[config.mk]
export PLATFORM = sky130hd
export DESIGN_NAME = http_request_head_parser
export DESIGN_NICKNAME = d
export VERILOG_FILES = /design/src/hdl/hrhp_pkg.sv /design/src/hdl/hrhp_cfg.sv /design/src/hdl/hrhp_parse.sv /design/src/hdl/hrhp_outq.sv /design/src/hdl/http_request_head_parser.sv
export SDC_FILE = /design/constraint.sdc
export NUM_CORES = 1
export LEC_CHECK = 0
export BUFFER_PORTS_ARGS = -buffer_cell sky130_fd_sc_hd__buf_2
export CAP_MARGIN = 10
export CORE_MARGIN = 2
export CORE_UTILIZATION = 44
export CTS_CLUSTER_DIAMETER = 100
export CTS_CLUSTER_SIZE = 24
export DETAILED_ROUTE_END_ITERATION = 12
export GPL_ROUTABILITY_DRIVEN = 1
export PLACE_DENSITY = 0.57
export SLEW_MARGIN = 10
export SYNTH_ARGS = -nofsm -noshare
export SYNTH_HDL_FRONTEND = slang
export SYNTH_SLANG_ARGS = --single-unit
[constraint.sdc]
create_clock -name clk -period 17.25 [get_ports clk]
set_clock_uncertainty 0.1 [all_clocks]
set_input_delay 1.725 -clock clk [delete_from_list [all_inputs] [get_ports clk]]
set_output_delay 1.725 -clock clk [all_outputs]
set_load 0.005 [all_outputs]
[src/hdl/hrhp_pkg.sv]
// ----------------------------------------------------------------------------
// hrhp_pkg
// Types, constants and the per-byte field step shared by the HTTP request
// head parser.
// ----------------------------------------------------------------------------
package hrhp_pkg;

    // Parser phases
    typedef enum logic [2:0] {
        PH_METHOD  = 3'd0,
        PH_PATH    = 3'd1,
        PH_VERSION = 3'd2,
        PH_LINE    = 3'd3,
        PH_NAME    = 3'd4,
        PH_SKIP    = 3'd5,
        PH_VALUE   = 3'd6,
        PH_DONE    = 3'd7
    } phase_t;

    // field_kind codes
    localparam logic [2:0] KIND_VERDICT = 3'd0;
    localparam logic [2:0] KIND_METHOD  = 3'd1;
    localparam logic [2:0] KIND_PATH    = 3'd2;
    localparam logic [2:0] KIND_VERSION = 3'd3;
    localparam logic [2:0] KIND_NAME    = 3'd4;
    localparam logic [2:0] KIND_VALUE   = 3'd5;

    // status codes
    localparam logic [1:0] STAT_PARSING  = 2'd0;
    localparam logic [1:0] STAT_ACCEPTED = 2'd1;
    localparam logic [1:0] STAT_REJECTED = 2'd2;

    // Special bytes
    localparam logic [7:0] CH_NUL   = 8'h00;
    localparam logic [7:0] CH_LF    = 8'h0A;
    localparam logic [7:0] CH_CR    = 8'h0D;
    localparam logic [7:0] CH_SP    = 8'h20;
    localparam logic [7:0] CH_COLON = 8'h3A;

    // Configuration register indexes
    localparam logic [2:0] REG_METHOD_LIMIT  = 3'd0;
    localparam logic [2:0] REG_PATH_LIMIT    = 3'd1;
    localparam logic [2:0] REG_VERSION_LIMIT = 3'd2;
    localparam logic [2:0] REG_NAME_LIMIT    = 3'd3;
    localparam logic [2:0] REG_VALUE_LIMIT   = 3'd4;
    localparam logic [2:0] REG_HEADER_LIMIT  = 3'd5;

    localparam int CFG_IDX_W  = 3;
    localparam int CFG_DATA_W = 13;
    localparam int LEN_W      = 13;
    localparam int HCNT_W     = 7;

    // Output queue
    localparam int OQ_DEPTH = 4;
    localparam int OQ_PTR_W = 2;
    localparam int OQ_CNT_W = 3;

    typedef struct packed {
        logic [4:0]  method_lim;
        logic [12:0] path_lim;
        logic [6:0]  version_lim;
        logic [8:0]  name_lim;
        logic [12:0] value_lim;
        logic [6:0]  header_lim;
    } limits_t;

    typedef struct packed {
        logic [7:0] char_out;
        logic [2:0] field_kind;
        logic [5:0] header_index;
        logic [1:0] status;
        logic [6:0] header_total;
        logic       last_of_run;
    } result_t;

    // Up to two results written per accepted byte
    typedef struct packed {
        logic [1:0] cnt;
        result_t    r0;
        result_t    r1;
    } push_t;

    typedef struct packed {
        phase_t          ph;
        logic [LEN_W-1:0] len;
        logic            reject;
        logic            emit;
        logic [2:0]      kind;
    } take_t;

    // One byte that is not part of a CRLF
    function automatic take_t take_byte(
        input phase_t           ph,
        input logic [LEN_W-1:0] len,
        input logic [HCNT_W-1:0] hc,
        input logic [7:0]       b,
        input limits_t          lim
    );
        take_t            r;
        phase_t           ep;
        phase_t           end_ph;
        phase_t           byte_ph;
        logic [LEN_W-1:0] el;
        logic [LEN_W-1:0] limv;
        logic             is_end;
        logic             is_byte;
        logic [2:0]       kind;
        r.ph     = ph;
        r.len    = len;
        r.reject = 1'b0;
        r.emit   = 1'b0;
        r.kind   = KIND_VERDICT;
        ep       = ph;
        el       = len;
        end_ph   = ph;
        byte_ph  = ph;
        is_end   = 1'b0;
        is_byte  = 1'b0;
        kind     = KIND_VERDICT;
        // a header line starts here
        if (ph == PH_LINE) begin
            if (hc >= lim.header_lim) begin
                r.reject = 1'b1;
            end
            else begin
                ep = PH_NAME;
                el = '0;
            end
        end
        unique case (ep)
            PH_METHOD:  limv = LEN_W'(lim.method_lim);
            PH_PATH:    limv = lim.path_lim;
            PH_VERSION: limv = LEN_W'(lim.version_lim);
            PH_NAME:    limv = LEN_W'(lim.name_lim);
            default:    limv = lim.value_lim;
        endcase
        if (!r.reject) begin
            unique case (ep)
                PH_METHOD:
                begin
                    is_end  = (b == CH_SP);
                    is_byte = (b != CH_SP);
                    end_ph  = PH_PATH;
                    byte_ph = PH_METHOD;
                    kind    = KIND_METHOD;
                end
                PH_PATH:
                begin
                    is_end  = (b == CH_SP);
                    is_byte = (b != CH_SP);
                    end_ph  = PH_VERSION;
                    byte_ph = PH_PATH;
                    kind    = KIND_PATH;
                end
                PH_VERSION:
                begin
                    is_byte = 1'b1;
                    byte_ph = PH_VERSION;
                    kind    = KIND_VERSION;
                end
                PH_NAME:
                begin
                    is_end  = (b == CH_COLON);
                    is_byte = (b != CH_COLON);
                    end_ph  = PH_SKIP;
                    byte_ph = PH_NAME;
                    kind    = KIND_NAME;
                end
                PH_SKIP:
                begin
                    // leading spaces of the value are dropped
                    is_byte = (b != CH_SP);
                    byte_ph = PH_VALUE;
                    kind    = KIND_VALUE;
                end
                PH_VALUE:
                begin
                    is_byte = 1'b1;
                    byte_ph = PH_VALUE;
                    kind    = KIND_VALUE;
                end
                default:
                begin
                    is_byte = 1'b0;
                end
            endcase
            if (is_end) begin
                if (el >= limv) begin
                    r.reject = 1'b1;
                end
                else begin
                    r.ph  = end_ph;
                    r.len = '0;
                end
            end
            if (is_byte) begin
                if (({1'b0, el} + (LEN_W+1)'(1)) >= {1'b0, limv}) begin
                    r.reject = 1'b1;
                end
                else begin
                    r.ph   = byte_ph;
                    r.len  = el + LEN_W'(1);
                    r.emit = 1'b1;
                    r.kind = kind;
                end
            end
        end
        return r;
    endfunction

endpackage

[src/hdl/hrhp_cfg.sv]
// ----------------------------------------------------------------------------
// hrhp_cfg
// Limit registers, written through the plain configuration write port.
// ----------------------------------------------------------------------------
module hrhp_cfg
(
    input  logic                             clk,
    input  logic                             rst_n,
    input  logic                             cfg_we,
    input  logic [hrhp_pkg::CFG_IDX_W-1:0]   cfg_index,
    input  logic [hrhp_pkg::CFG_DATA_W-1:0]  cfg_data,
    output hrhp_pkg::limits_t                lim
);

    hrhp_pkg::limits_t lim_reg;

    always_ff @(posedge clk or negedge rst_n)
    begin
        if (!rst_n) begin
            lim_reg.method_lim  <= 5'd8;
            lim_reg.path_lim    <= 13'd256;
            lim_reg.version_lim <= 7'd16;
            lim_reg.name_lim    <= 9'd64;
            lim_reg.value_lim   <= 13'd256;
            lim_reg.header_lim  <= 7'd32;
        end
        else if (cfg_we) begin
            unique case (cfg_index)
                hrhp_pkg::REG_METHOD_LIMIT:  lim_reg.method_lim  <= cfg_data[4:0];
                hrhp_pkg::REG_PATH_LIMIT:    lim_reg.path_lim    <= cfg_data[12:0];
                hrhp_pkg::REG_VERSION_LIMIT: lim_reg.version_lim <= cfg_data[6:0];
                hrhp_pkg::REG_NAME_LIMIT:    lim_reg.name_lim    <= cfg_data[8:0];
                hrhp_pkg::REG_VALUE_LIMIT:   lim_reg.value_lim   <= cfg_data[12:0];
                hrhp_pkg::REG_HEADER_LIMIT:  lim_reg.header_lim  <= cfg_data[6:0];
                default:                     lim_reg             <= lim_reg;
            endcase
        end
    end

    assign lim = lim_reg;

endmodule

[src/hdl/hrhp_parse.sv]
// ----------------------------------------------------------------------------
// hrhp_parse
// Parse state registers and the combinational byte step. Produces zero, one
// or two results for each accepted byte.
// ----------------------------------------------------------------------------
module hrhp_parse
(
    input  logic               clk,
    input  logic               rst_n,
    input  logic               accept,
    input  logic [7:0]         data_byte,
    input  logic               end_of_request,
    input  hrhp_pkg::limits_t  lim,
    output hrhp_pkg::push_t    push
);

    hrhp_pkg::phase_t                  ph_reg, ph_next;
    logic                              cr_reg, cr_next;
    logic [hrhp_pkg::LEN_W-1:0]        len_reg, len_next;
    logic [hrhp_pkg::HCNT_W-1:0]       hc_reg, hc_next;

    hrhp_pkg::take_t                   t_cr;
    hrhp_pkg::take_t                   t_after_cr;
    hrhp_pkg::take_t                   t_plain;

    logic [1:0]                        verdict;
    logic [hrhp_pkg::HCNT_W-1:0]       hc_step;
    logic                              e0, e1;
    logic [7:0]                        c0, c1;
    logic [2:0]                        k0, k1;
    hrhp_pkg::result_t                 res0, res1;

    assign t_cr       = hrhp_pkg::take_byte(ph_reg, len_reg, hc_reg, hrhp_pkg::CH_CR, lim);
    assign t_after_cr = hrhp_pkg::take_byte(t_cr.ph, t_cr.len, hc_reg, data_byte, lim);
    assign t_plain    = hrhp_pkg::take_byte(ph_reg, len_reg, hc_reg, data_byte, lim);

    always_ff @(posedge clk or negedge rst_n)
    begin
        if (!rst_n) begin
            ph_reg  <= hrhp_pkg::PH_METHOD;
            cr_reg  <= 1'b0;
            len_reg <= '0;
            hc_reg  <= '0;
        end
        else if (accept) begin
            ph_reg  <= ph_next;
            cr_reg  <= cr_next;
            len_reg <= len_next;
            hc_reg  <= hc_next;
        end
    end

    always_comb
    begin
        ph_next  = ph_reg;
        cr_next  = cr_reg;
        len_next = len_reg;
        hc_step  = hc_reg;
        hc_next  = hc_reg;
        verdict  = hrhp_pkg::STAT_PARSING;
        e0       = 1'b0;
        e1       = 1'b0;
        c0       = hrhp_pkg::CH_CR;
        c1       = data_byte;
        k0       = hrhp_pkg::KIND_VERDICT;
        k1       = hrhp_pkg::KIND_VERDICT;
        res0     = '0;
        res1     = '0;
        push     = '0;

        if (ph_reg == hrhp_pkg::PH_DONE) begin
            // waiting for end of request; no results
            if (end_of_request) begin
                ph_next  = hrhp_pkg::PH_METHOD;
                cr_next  = 1'b0;
                len_next = '0;
                hc_next  = '0;
            end
        end
        else begin
            if (data_byte == hrhp_pkg::CH_NUL) begin
                verdict = hrhp_pkg::STAT_REJECTED;
            end
            else if (cr_reg) begin
                cr_next = 1'b0;
                if (data_byte == hrhp_pkg::CH_LF) begin
                    // CRLF: close the line
                    unique case (ph_reg)
                        hrhp_pkg::PH_VERSION:
                        begin
                            if (len_reg >= hrhp_pkg::LEN_W'(lim.version_lim)) begin
                                verdict = hrhp_pkg::STAT_REJECTED;
                            end
                            else begin
                                ph_next  = hrhp_pkg::PH_LINE;
                                len_next = '0;
                            end
                        end
                        hrhp_pkg::PH_LINE:
                        begin
                            verdict = hrhp_pkg::STAT_ACCEPTED;
                        end
                        hrhp_pkg::PH_SKIP, hrhp_pkg::PH_VALUE:
                        begin
                            if (len_reg >= lim.value_lim) begin
                                verdict = hrhp_pkg::STAT_REJECTED;
                            end
                            else begin
                                ph_next  = hrhp_pkg::PH_LINE;
                                len_next = '0;
                                hc_step  = hc_reg + hrhp_pkg::HCNT_W'(1);
                            end
                        end
                        default:
                        begin
                            verdict = hrhp_pkg::STAT_REJECTED;
                        end
                    endcase
                end
                else begin
                    // lone CR is an ordinary field byte
                    if (t_cr.reject) begin
                        verdict = hrhp_pkg::STAT_REJECTED;
                    end
                    else begin
                        ph_next  = t_cr.ph;
                        len_next = t_cr.len;
                        e0       = t_cr.emit;
                        k0       = t_cr.kind;
                        if (data_byte == hrhp_pkg::CH_CR) begin
                            cr_next = 1'b1;
                        end
                        else if (t_after_cr.reject) begin
                            verdict = hrhp_pkg::STAT_REJECTED;
                        end
                        else begin
                            ph_next  = t_after_cr.ph;
                            len_next = t_after_cr.len;
                            e1       = t_after_cr.emit;
                            k1       = t_after_cr.kind;
                        end
                    end
                end
            end
            else if (data_byte == hrhp_pkg::CH_CR) begin
                cr_next = 1'b1;
            end
            else begin
                if (t_plain.reject) begin
                    verdict = hrhp_pkg::STAT_REJECTED;
                end
                else begin
                    ph_next  = t_plain.ph;
                    len_next = t_plain.len;
                    e0       = t_plain.emit;
                    c0       = data_byte;
                    k0       = t_plain.kind;
                end
            end

            if ((verdict == hrhp_pkg::STAT_PARSING) && end_of_request) begin
                verdict = hrhp_pkg::STAT_REJECTED;
            end

            hc_next = hc_step;

            if (verdict != hrhp_pkg::STAT_PARSING) begin
                // verdict is the only result of this byte
                push.cnt             = 2'd1;
                push.r0.char_out     = 8'd0;
                push.r0.field_kind   = hrhp_pkg::KIND_VERDICT;
                push.r0.header_index = 6'd0;
                push.r0.status       = verdict;
                push.r0.header_total = hc_step;
                push.r0.last_of_run  = 1'b1;
                cr_next              = 1'b0;
                if (end_of_request) begin
                    ph_next  = hrhp_pkg::PH_METHOD;
                    len_next = '0;
                    hc_next  = '0;
                end
                else begin
                    ph_next = hrhp_pkg::PH_DONE;
                end
            end
            else begin
                res0.char_out     = c0;
                res0.field_kind   = k0;
                res0.header_index = (k0 >= hrhp_pkg::KIND_NAME) ? hc_step[5:0] : 6'd0;
                res0.status       = hrhp_pkg::STAT_PARSING;
                res0.header_total = hc_step;
                res0.last_of_run  = 1'b1;
                res1.char_out     = c1;
                res1.field_kind   = k1;
                res1.header_index = (k1 >= hrhp_pkg::KIND_NAME) ? hc_step[5:0] : 6'd0;
                res1.status       = hrhp_pkg::STAT_PARSING;
                res1.header_total = hc_step;
                res1.last_of_run  = 1'b1;
                if (e0 && e1) begin
                    push.cnt             = 2'd2;
                    push.r0              = res0;
                    push.r0.last_of_run  = 1'b0;
                    push.r1              = res1;
                end
                else if (e0) begin
                    push.cnt = 2'd1;
                    push.r0  = res0;
                end
                else if (e1) begin
                    push.cnt = 2'd1;
                    push.r0  = res1;
                end
            end
        end
    end

endmodule

[src/hdl/hrhp_outq.sv]
// ----------------------------------------------------------------------------
// hrhp_outq
// Small result queue: takes up to two results a cycle, gives one on rd_ready.
// ----------------------------------------------------------------------------
module hrhp_outq
(
    input  logic               clk,
    input  logic               rst_n,
    input  logic               wr_en,
    input  hrhp_pkg::push_t    push,
    output logic               room,
    output logic               rd_valid,
    input  logic               rd_ready,
    output hrhp_pkg::result_t  rd_data
);

    hrhp_pkg::result_t                  q_mem [hrhp_pkg::OQ_DEPTH];
    logic [hrhp_pkg::OQ_PTR_W-1:0]      wr_ptr_reg, wr_ptr_next;
    logic [hrhp_pkg::OQ_PTR_W-1:0]      rd_ptr_reg, rd_ptr_next;
    logic [hrhp_pkg::OQ_CNT_W-1:0]      cnt_reg, cnt_next;
    logic [1:0]                         n_in;
    logic                               pop;

    assign n_in = wr_en ? push.cnt : 2'd0;
    assign pop  = rd_valid && rd_ready;

    assign wr_ptr_next = wr_ptr_reg + hrhp_pkg::OQ_PTR_W'(n_in);
    assign rd_ptr_next = rd_ptr_reg + hrhp_pkg::OQ_PTR_W'(pop);
    assign cnt_next    = cnt_reg + hrhp_pkg::OQ_CNT_W'(n_in) - hrhp_pkg::OQ_CNT_W'(pop);

    // two free slots needed, since one byte may produce two results
    assign room     = (cnt_reg <= hrhp_pkg::OQ_CNT_W'(hrhp_pkg::OQ_DEPTH - 2));
    assign rd_valid = (cnt_reg != '0);
    assign rd_data  = q_mem[rd_ptr_reg];

    always_ff @(posedge clk or negedge rst_n)
    begin
        if (!rst_n) begin
            wr_ptr_reg <= '0;
            rd_ptr_reg <= '0;
            cnt_reg    <= '0;
        end
        else begin
            wr_ptr_reg <= wr_ptr_next;
            rd_ptr_reg <= rd_ptr_next;
            cnt_reg    <= cnt_next;
        end
    end

    always_ff @(posedge clk)
    begin
        if (n_in != 2'd0) begin
            q_mem[wr_ptr_reg] <= push.r0;
        end
        if (n_in == 2'd2) begin
            q_mem[wr_ptr_reg + hrhp_pkg::OQ_PTR_W'(1)] <= push.r1;
        end
    end

endmodule

[src/hdl/http_request_head_parser.sv]
// ----------------------------------------------------------------------------
// http_request_head_parser
// Splits an HTTP/1.1 request head into tagged method, path, version, header
// name and header value bytes and ends each request with a verdict.
//
//   Channel   Dir  Fields
//   s_axis    in   tdata[7:0] data_byte, tlast end_of_request
//   m_axis    out  tdata char_out/header_index/status/header_total,
//                  tuser field_kind, tlast last_of_run
//   cfg       in   cfg_we, cfg_index (0..5), cfg_data (limits)
//
// One byte is taken per cycle while s_axis_tready is high and is parsed in
// the cycle it is accepted; its results land in a four-entry result queue,
// read one per cycle while m_axis_tready is high. A lone CR followed by another
// field byte yields two results. s_axis_tready drops while fewer than two
// queue slots are free. Reset clears parse state, queue and limits at once.
// ----------------------------------------------------------------------------
module http_request_head_parser
(
    input  logic                            clk,
    input  logic                            rst_n,
    input  logic                            s_axis_tvalid,
    output logic                            s_axis_tready,
    input  logic [7:0]                      s_axis_tdata,  // [7:0] data_byte
    input  logic                            s_axis_tlast,
    output logic                            m_axis_tvalid,
    input  logic                            m_axis_tready,
    // [7:0] char_out, [13:8] header_index, [15:14] status,
    // [22:16] header_total, [23] zero
    output logic [23:0]                     m_axis_tdata,
    output logic [2:0]                      m_axis_tuser,  // [2:0] field_kind
    output logic                            m_axis_tlast,
    input  logic                            cfg_we,
    input  logic [hrhp_pkg::CFG_IDX_W-1:0]  cfg_index,
    input  logic [hrhp_pkg::CFG_DATA_W-1:0] cfg_data
);

    hrhp_pkg::limits_t  lim;
    hrhp_pkg::push_t    push;
    hrhp_pkg::result_t  res;
    logic               room;
    logic               accept;

    assign s_axis_tready = room;
    assign accept        = s_axis_tvalid && room;

    hrhp_cfg u_cfg
    (
        .clk       (clk),
        .rst_n     (rst_n),
        .cfg_we    (cfg_we),
        .cfg_index (cfg_index),
        .cfg_data  (cfg_data),
        .lim       (lim)
    );

    hrhp_parse u_parse
    (
        .clk            (clk),
        .rst_n          (rst_n),
        .accept         (accept),
        .data_byte      (s_axis_tdata),
        .end_of_request (s_axis_tlast),
        .lim            (lim),
        .push           (push)
    );

    hrhp_outq u_outq
    (
        .clk      (clk),
        .rst_n    (rst_n),
        .wr_en    (accept),
        .push     (push),
        .room     (room),
        .rd_valid (m_axis_tvalid),
        .rd_ready (m_axis_tready),
        .rd_data  (res)
    );

    assign m_axis_tdata = {1'b0, res.header_total, res.status, res.header_index, res.char_out};
    assign m_axis_tuser = res.field_kind;
    assign m_axis_tlast = res.last_of_run;

endmodule

# After elaboration in Yosys (flattened, before gate mapping)
# Memories as Yosys holds them, arrays and structs flattened.
# Cells that the tools add are included.
dict set report op_classes {
  order_cmp 10
  eq_ne 37
  n_mux 158
  addsub 10
  n_reduce_logical 31
}
# operator count
set ops {}
lappend ops {{$mux 13} 18}
lappend ops {{$mux 21} 6}
lappend ops {{$pmux 13 s4} 2}
lappend ops {{$mux 3} 32}
lappend ops {{$mux 16} 5}
lappend ops {{$mux 7} 9}
lappend ops {{$pmux 3 s5} 4}
lappend ops {{$mux 29} 2}
lappend ops {{$mux 28} 2}
lappend ops {{$mux 56} 1}
lappend ops {{$mux 27} 2}
lappend ops {{$mux 17} 3}
lappend ops {{$mux 1} 41}
lappend ops {{$ge 13x13->1} 3}
lappend ops {{$eq 3x3->1 const B} 11}
lappend ops {{$mux 8} 4}
lappend ops {{$add 13x1->14 const B} 2}
lappend ops {{$ge 14x13->1} 2}
lappend ops {{$mux 2} 14}
lappend ops {{$add 13x1->13 const B} 2}
lappend ops {{$pmux 13 s2} 1}
lappend ops {{$eq 3x2->1 const B} 7}
lappend ops {{$ne 6x6->1 const B} 3}
lappend ops {{$pmux 3 s3} 2}
lappend ops {{38 further kinds} 68}
dict set report totals {
  inputBits 30
  regBits 85
  output_inout_bits 30
  ram_bits 108
  elab_cells 260
  mem_count 1
}
# name depth word_bits read_ports rd_clocked_by_memory_dff write_ports line_no
set memory_table {}
lappend memory_table {u_outq.q_mem 4 27 1 0 2 hrhp_outq.sv:17} ;# hrhp_pkg::result_t q_mem [hrhp_pkg::OQ_DEPTH];

# Longest topological paths before layout
# Gate-level depths: netlist of run 1.
dict set report logic_depth {
  ltp_word 39
  ltp_mapped 50
  mapped_depth_nobuf 45
}

# Modules after synthesis
# Synthesis of run 1 repeated with hierarchy kept, for this count alone.
dict set report hier_totals {
  hier_cells 1308
  hier_area_um2 14249.9
}
# module n_inst area_per_inst_um2 seq_area_each_um2 cells_per_inst
set modules_own_cells {}
lappend modules_own_cells {hrhp_parse 1 6398.6 600.6 882}
lappend modules_own_cells {hrhp_outq 1 5688.0 3418.3 306}
lappend modules_own_cells {hrhp_cfg 1 2145.8 1358.8 117}
lappend modules_own_cells {http_request_head_parser 1 17.5 0.0 3}

# Worst setup path before layout of run 1
# Ideal clock, no wire load.
dict set report synth_timing {
  path_kind {register -> register}
  start {register u_cfg.lim_reg (netlist bit u_cfg.lim[5])}
  end {memory u_outq.q_mem[0][0] (netlist bit) (enable)}
  setup_ns 0.382
  arrival_ns 9.453
  required_ns 16.768
  stages_incl_launch_ff 45
  slack_ns 7.315
  path_cell_list {dfstp_2 -> inv_1 -> ha_1 -> nand4_1 -> o21a_2 -> buf_6 -> clkbuf_1 -> nor2_1 -> ha_1 -> clkbuf_1 -> nand2_1 -> nor3_1 -> nand3_1 -> xnor2_1 -> inv_1 -> ha_1 -> nand2_1 -> nor3_1 -> [... 9 more ...] -> nand4_1 -> or3_1 -> a22oi_1 -> nand4_1 -> xor2_1 -> inv_1 -> ha_1 -> a2111oi_0 -> a21oi_1 -> a211oi_1 -> nand3_1 -> nor4_4 -> ha_1 -> and2_1 -> nand2_1 -> nor3_1 -> o211ai_2 -> nand2_1}
}
# item line_no
set synth_rtl {}
lappend synth_rtl {{start, declared} hrhp_cfg.sv:15} ;# hrhp_pkg::limits_t lim_reg;
lappend synth_rtl {{start signal, assigned} hrhp_cfg.sv:35} ;# default: lim_reg <= lim_reg;
lappend synth_rtl {{end, declared} hrhp_outq.sv:17}

==> results of run 1 <==
[cell usage in the layout (no fill, tap or decap), drive strengths merged, types with 15 or more instances in the layout]
master,synthesis,final
nand4,23,23
a211oi,17,17
xnor2,15,15
a22oi,15,15
o22ai,22,22
nor2,146,146
edfxtp,100,100
a21boi,19,19
buf,20,77
o21ai,90,90
mux2,41,41
clkbuf,47,19
and2,21,21
mux4,27,27
nor3,34,34
a221oi,18,18
a21oi,65,65
o211ai,15,15
dfrtp,79,79
ha,84,84
inv,60,67
nand2,127,127
nand3,42,42
a21o,22,22
[layout make-up]
cell class | count | area, sq um | share of cell area (%)
inverters | 62 | 233 | 1.57
clock buffers | 19 | 433 | 2.92
multi-input cells | 1060 | 7810 | 52.6
well taps | 396 | 495 | 3.34
repair buffers | 77 | 435 | 2.94
clock inverters | 13 | 126 | 0.852
flip-flops and latches | 193 | 5300 | 35.7
[path summary, 6_finish.rpt]
kind | cells past startpoint | start | slack (ns) | to
min in group asynchronous | 1 | rst_n | 1.16 | u_parse.hc_reg[2]
max reg2reg | 32 | u_parse.ph_reg[1] | 5.18 | u_outq.q_mem[0][10]
min reg2reg | 2 | u_outq.q_mem[3][9] | 0.38 | u_outq.q_mem[3][9]
max in group asynchronous | 2 | rst_n | 14.84 | u_parse.len_reg[5]
max | 32 | u_parse.ph_reg[1] | 5.18 | u_outq.q_mem[0][10]
min | 2 | u_outq.q_mem[3][9] | 0.38 | u_outq.q_mem[3][9]
[per-stage QoR]
stage               total power, mW  hold slack [ns]  instances  utilization [%]  instance area, sq um
floorplan                      2.01            0.335       1382                -                 13600
global placement               2.56            0.369       1788             46.8                 14300
detailed placement             2.57            0.368       1788             46.8                 14300
CTS                            2.98            0.379       1820             48.6                 14800
global route                   3.21            0.402       1820             48.6                 14800
finish                         3.01            0.380       1820             48.6                 14800
[power breakdown]
part / internal (mW) / switching (mW) / total (mW) / leakage (nW)
clock: 0.202 / 0.192 / 0.395 / 0.273
combinational: 0.647 / 1.26 / 1.91 / 3.55
sequential: 0.581 / 0.129 / 0.711 / 2.04
[routing by layer]
layer  GRT usage (%)  up-vias  wire length (um)
li1                -     5353                 -
met1            35.4     5739             18400
met2            45.6      568             21100
met3            4.58      132              3090
met4            12.3        0              1820
met5               0        -                 0
[worst max-delay path, delay by kind of cell, from the launching register on]
family	cells	cell delay (ns)
flops	1	0.86
compound gates	10	3.60
fa+ha+maj	4	1.30
buf+inv	1	0.07
simple gates	16	5.45
xor+xnor	1	0.26
[logic make-up after synthesis]
kind of cell,share of synthesized area (%)
other cells,0.0276
fa+ha+maj,7.94
flops,38.9
buf+inv,3.77
mux,8.60
xor+xnor,1.87
compound gates,22.9
simple gates,16.0
==> results.json, run 1 <==
{
  "yosysWarnings": 0,
  "grt_pass1_wl_um": 69100,
  "critPathMaxStageDelay_ns": 0.96,
  "hpwl_um": 33700,
  "coreArea_sq_um": 30500,
  "finalSetupTns_ns": 0,
  "hold_class": "flip-flop to flip-flop",
  "synth.avg_cell_area_sq_um": 9.85,
  "cts-hold-fix-buffers": 0,
  "drv_cap": 0,
  "antenna_cells": 0,
  "endpoint_kind": "flip-flop",
  "final_antenna_net_count": 0,
  "grt_pass1_vias": 11578,
  "critPathSlowestCell": "o21ai_0",
  "rows": 64,
  "startpoint_type": "flip-flop",
  "die_h_um": 180,
  "die_x_um": 180,
  "clock_path_buffers": 2,
  "clk_pin_slew_ns": 0.08,
  "die-area_sq_um": 32300,
  "worstPathMaxFanout": 25,
  "routed_wl_um": 44500,
  "vias": 11792,
  "synth_edf_count": 100,
  "path_class": "flip-flop to flip-flop",
  "ys_types": 104,
  "cts_tree": "done",
  "synth_top_area_cell": "edfxtp_1",
  "critPathArrivalTime_ns": 12.05,
  "root_buffer": "clkbuf_16",
  "grt_max_degree": 52,
  "synthArstFlopShare_pct": 44.0,
  "final_max_slew_viol_count": 0,
  "dp_slack_ns": 5.59,
  "synth_nets": 1497,
  "worst_slack_ns": 5.18,
  "antenna_found_initial": 0,
  "yosysMostFrequentCell": "nor2_1",
  "grt_setup_unrepaired": "no",
  "finalCritPeriodShare_pct": 70.0,
  "status": "finished, final reports clean",
  "numCtsBuffers": 17,
  "synth_top_cells_by_count": "145 x nor2_1, 127 x nand2_1, 100 x edfxtp_1",
  "drt_pass1_iterations": 6,
  "tightest_slew_ns": 1.26,
  "critPathRequiredTime_ns": 17.23,
  "timing.final.hold_violations": 0,
  "grt_use_total_pct": 27.5,
  "cts.sinks": 193,
  "initial_utilization_pct": 44.6,
  "cts-resized-gates": 0,
  "fin_nets": 1526,
  "n_fill_cell": 2866,
  "syn_to_final_growth_pct": 8.97,
  "ys.flop_type": "edfxtp_1",
  "yosysSeqAreaShare_pct": 38.9,
  "max-slew-margin-rel_pct": 15.2,
  "final_layout_size_suffix_gt1_share_pct": 16.8,
  "min_period_ns": 12.07,
  "synth_area_sq_um": 13600,
  "final-setup-viol-count": 0,
  "drtIter0Drc": 1244,
  "h-tree-depth": 4,
  "grt_overflow": 0,
  "port_buffers": 58,
  "drc_errors": 0,
  "fmax_ghz": 0.0828,
  "ioPinCount": 60,
  "irDropWorstVdd_mv": 0.130,
  "clk-insertion-delay-late_ns": 0.46,
  "synth_top_area_share_pct": 22.1,
  "cts_setup_buffers": 0,
  "avgViaCountPerCell": 6.48,
  "synth_area_leaders": "edfxtp_1 22%, dfrtp_1 15%, ha_1 7.7%, mux4_2 4.5%, nor2_1 4.0%",
  "synthCells": 1382,
  "wire_per_inst_um": 24.4,
  "largest_reg_flops": 108,
  "globalplace.congestion": 0.998,
  "p_leak_nw": 5.87,
  "synth_seq_cells": 193,
  "pwr_density_cell_nw_per_um2": 203
}
(Power assumes the default switching activity.)
==> run 2, diff against run 1 <==
clock period = 11.3 ns   (was 17.25 ns; I/O delays follow)
==> results.json, run 2 (same netlist as run 1, synthesis figures left out) <==
{
  "status": "finished, final reports clean",
  "hold_class": "flip-flop to flip-flop",
  "vias": 11857,
  "routed_wl_um": 44800,
  "multiInputGateArea_sq_um": 7820,
  "antenna_cells": 0,
  "grt_pass1_vias": 11631,
  "postLayoutCellArea_sq_um": 15100,
  "hpwl_um": 34000,
  "intPower_mw": 2.29,
  "fmax_ghz": 0.0942,
  "port_buffers": 58,
  "worstPathMaxFanout": 25,
  "root_buffer": "clkbuf_16",
  "fin_nets": 1545,
  "initial_utilization_pct": 44.6,
  "grt_setup_unrepaired": "no",
  "drt_pass1_iterations": 6,
  "die_x_um": 180,
  "critPathMaxStageDelay_ns": 0.54,
  "final_layout_size_suffix_gt1_share_pct": 18.3,
  "switching_share_pct": 51.7,
  "avgViaCountPerCell": 6.45,
  "grt_use_total_pct": 27.8,
  "critPathSlowestCell": "dfstp_2",
  "pwr-share-comb_pct": 63.7,
  "p_clk_share_pct": 14.3,
  "coreArea_sq_um": 30500,
  "finalSetupTns_ns": 0,
  "startpoint_type": "flip-flop",
  "rows": 64,
  "final_cell_mix": "145 x nor2_1, 126 x nand2_1, 100 x edfxtp_1",
  "grt_max_degree": 64,
  "placed_area_sq_um": 14400,
  "p_leak_nw": 6.01,
  "clk-insertion-delay-late_ns": 0.47,
  "power_frac_seq_pct": 22.1,
  "tightest_slew_ns": 1.33,
  "path_class": "flip-flop to flip-flop",
  "drv_cap": 0,
  "finalCritPeriodShare_pct": 94.0,
  "critPathArrivalTime_ns": 10.65,
  "n_fill_cell": 2868,
  "pwr_density_cell_nw_per_um2": 315,
  "endpoint_kind": "flip-flop",
  "cts.sinks": 193,
  "clk_pin_slew_ns": 0.07,
  "ioPinCount": 60,
  "clock_path_buffers": 2,
  "drtIter0Drc": 1302,
  "min_period_ns": 10.62,
  "die-area_sq_um": 32300,
  "final-setup-viol-count": 0,
  "numCtsBuffers": 17,
  "final_max_slew_viol_count": 0,
  "h-tree-depth": 4,
  "wire_per_inst_um": 24.3,
  "cp_common_cell": "ha_1",
  "mostFrequentLayoutCell": "nor2_1",
  "final_antenna_net_count": 0,
  "max-slew-margin-rel_pct": 10.7,
  "grt_overflow": 0,
  "drc_errors": 0,
  "irDropWorstVdd_mv": 0.184,
  "globalplace.congestion": 1.00,
  "timing.final.hold_violations": 0,
  "p_sw_mw": 2.46,
  "cts_tree": "done",
  "die_h_um": 180,
  "largest_reg_flops": 108,
  "register_area_sq_um": 5300,
  "antenna_found_initial": 0,
  "syn_to_final_growth_pct": 10.9,
  "grt_pass1_wl_um": 69500,
  "critPathRequiredTime_ns": 11.34
}
==> run 2: cell count changes in the layout (fill, tap and decap cells not counted), moves of 3 or more <==
cell      delta
clkbuf_8     +4
buf_6        +4
clkinv_2     -3
buf_4       +15
==> run 2: what timing repair did <==
action,CTS,global route
hold buffers,0,0
buffers inserted,0,2
gates resized for setup,0,8
endpoints found under the setup margin,0,133
==> run 2: layout make-up <==
type | count | share of cell area [%]
clock buffers | 21 | 3.18
clock inverters | 11 | 1.09
inverters | 62 | 1.54
multi-input cells | 1060 | 51.8
flip-flops and latches | 193 | 35.1
well taps | 396 | 3.28
repair buffers | 96 | 3.93
==> run 2: final timing paths <==
path / start / end / slack (ns) / cells after the start
worst max-delay path: u_cfg.lim[5] / u_outq.q_mem[0][12] / 0.68 / 40
worst min-delay path: u_outq.q_mem[0][8] / u_outq.q_mem[0][8] / 0.37 / 2
worst max register to register: u_cfg.lim[5] / u_outq.q_mem[0][12] / 0.68 / 40
worst min register to register: u_outq.q_mem[0][8] / u_outq.q_mem[0][8] / 0.37 / 2
max in group asynchronous: rst_n / u_parse.len_reg[3] / 9.45 / 2
min in group asynchronous: rst_n / u_cfg.lim[50] / 0.47 / 1
==> run 2: critical path, delay by kind of cell (launching register included) <==
kind | cells | cell delay, ns
flops | 1 | 0.54
fa+ha+maj | 6 | 1.70
buf+inv | 4 | 0.51
simple gates | 19 | 4.33
compound gates | 9 | 2.65
xor+xnor | 2 | 0.44
==> run 2: per-stage QoR <==
| stage | power (mW) | instances | util [%] | hold WS (ns) | worst slack (ns) |
|---|---|---|---|---|---|
| finish | 4.75 | 1839 | 49.5 | 0.374 | 0.682 |
| global route | 5.04 | 1839 | 49.5 | 0.401 | 0.00887 |
| CTS | 4.69 | 1837 | 49.3 | 0.379 | 0.520 |
| detailed placement | 4.00 | 1805 | 47.2 | 0.370 | 0.547 |
| global placement | 4.00 | 1805 | 47.2 | 0.355 | 0.979 |
| floorplan | 3.07 | 1382 | - | 0.335 | 1.36 |
==> run 2: power groups by stage <==
stage / registers, mW / clock network [mW] / logic, mW
global route: 1.07 / 0.716 / 3.26
global placement: 1.06 / 0 / 2.95
finish: 1.05 / 0.679 / 3.03
CTS: 1.05 / 0.690 / 2.95
detailed placement: 1.06 / 0 / 2.94
floorplan: 0.955 / 0 / 2.12
==> run 2: metal layers <==
metal	GRT usage (%)	vias to the layer above	routed length, um
met5	0	-	0
met1	36.5	5896	19000
met3	4.46	95	2850
met2	46.5	500	21600
li1	-	5366	-
met4	9.92	0	1340
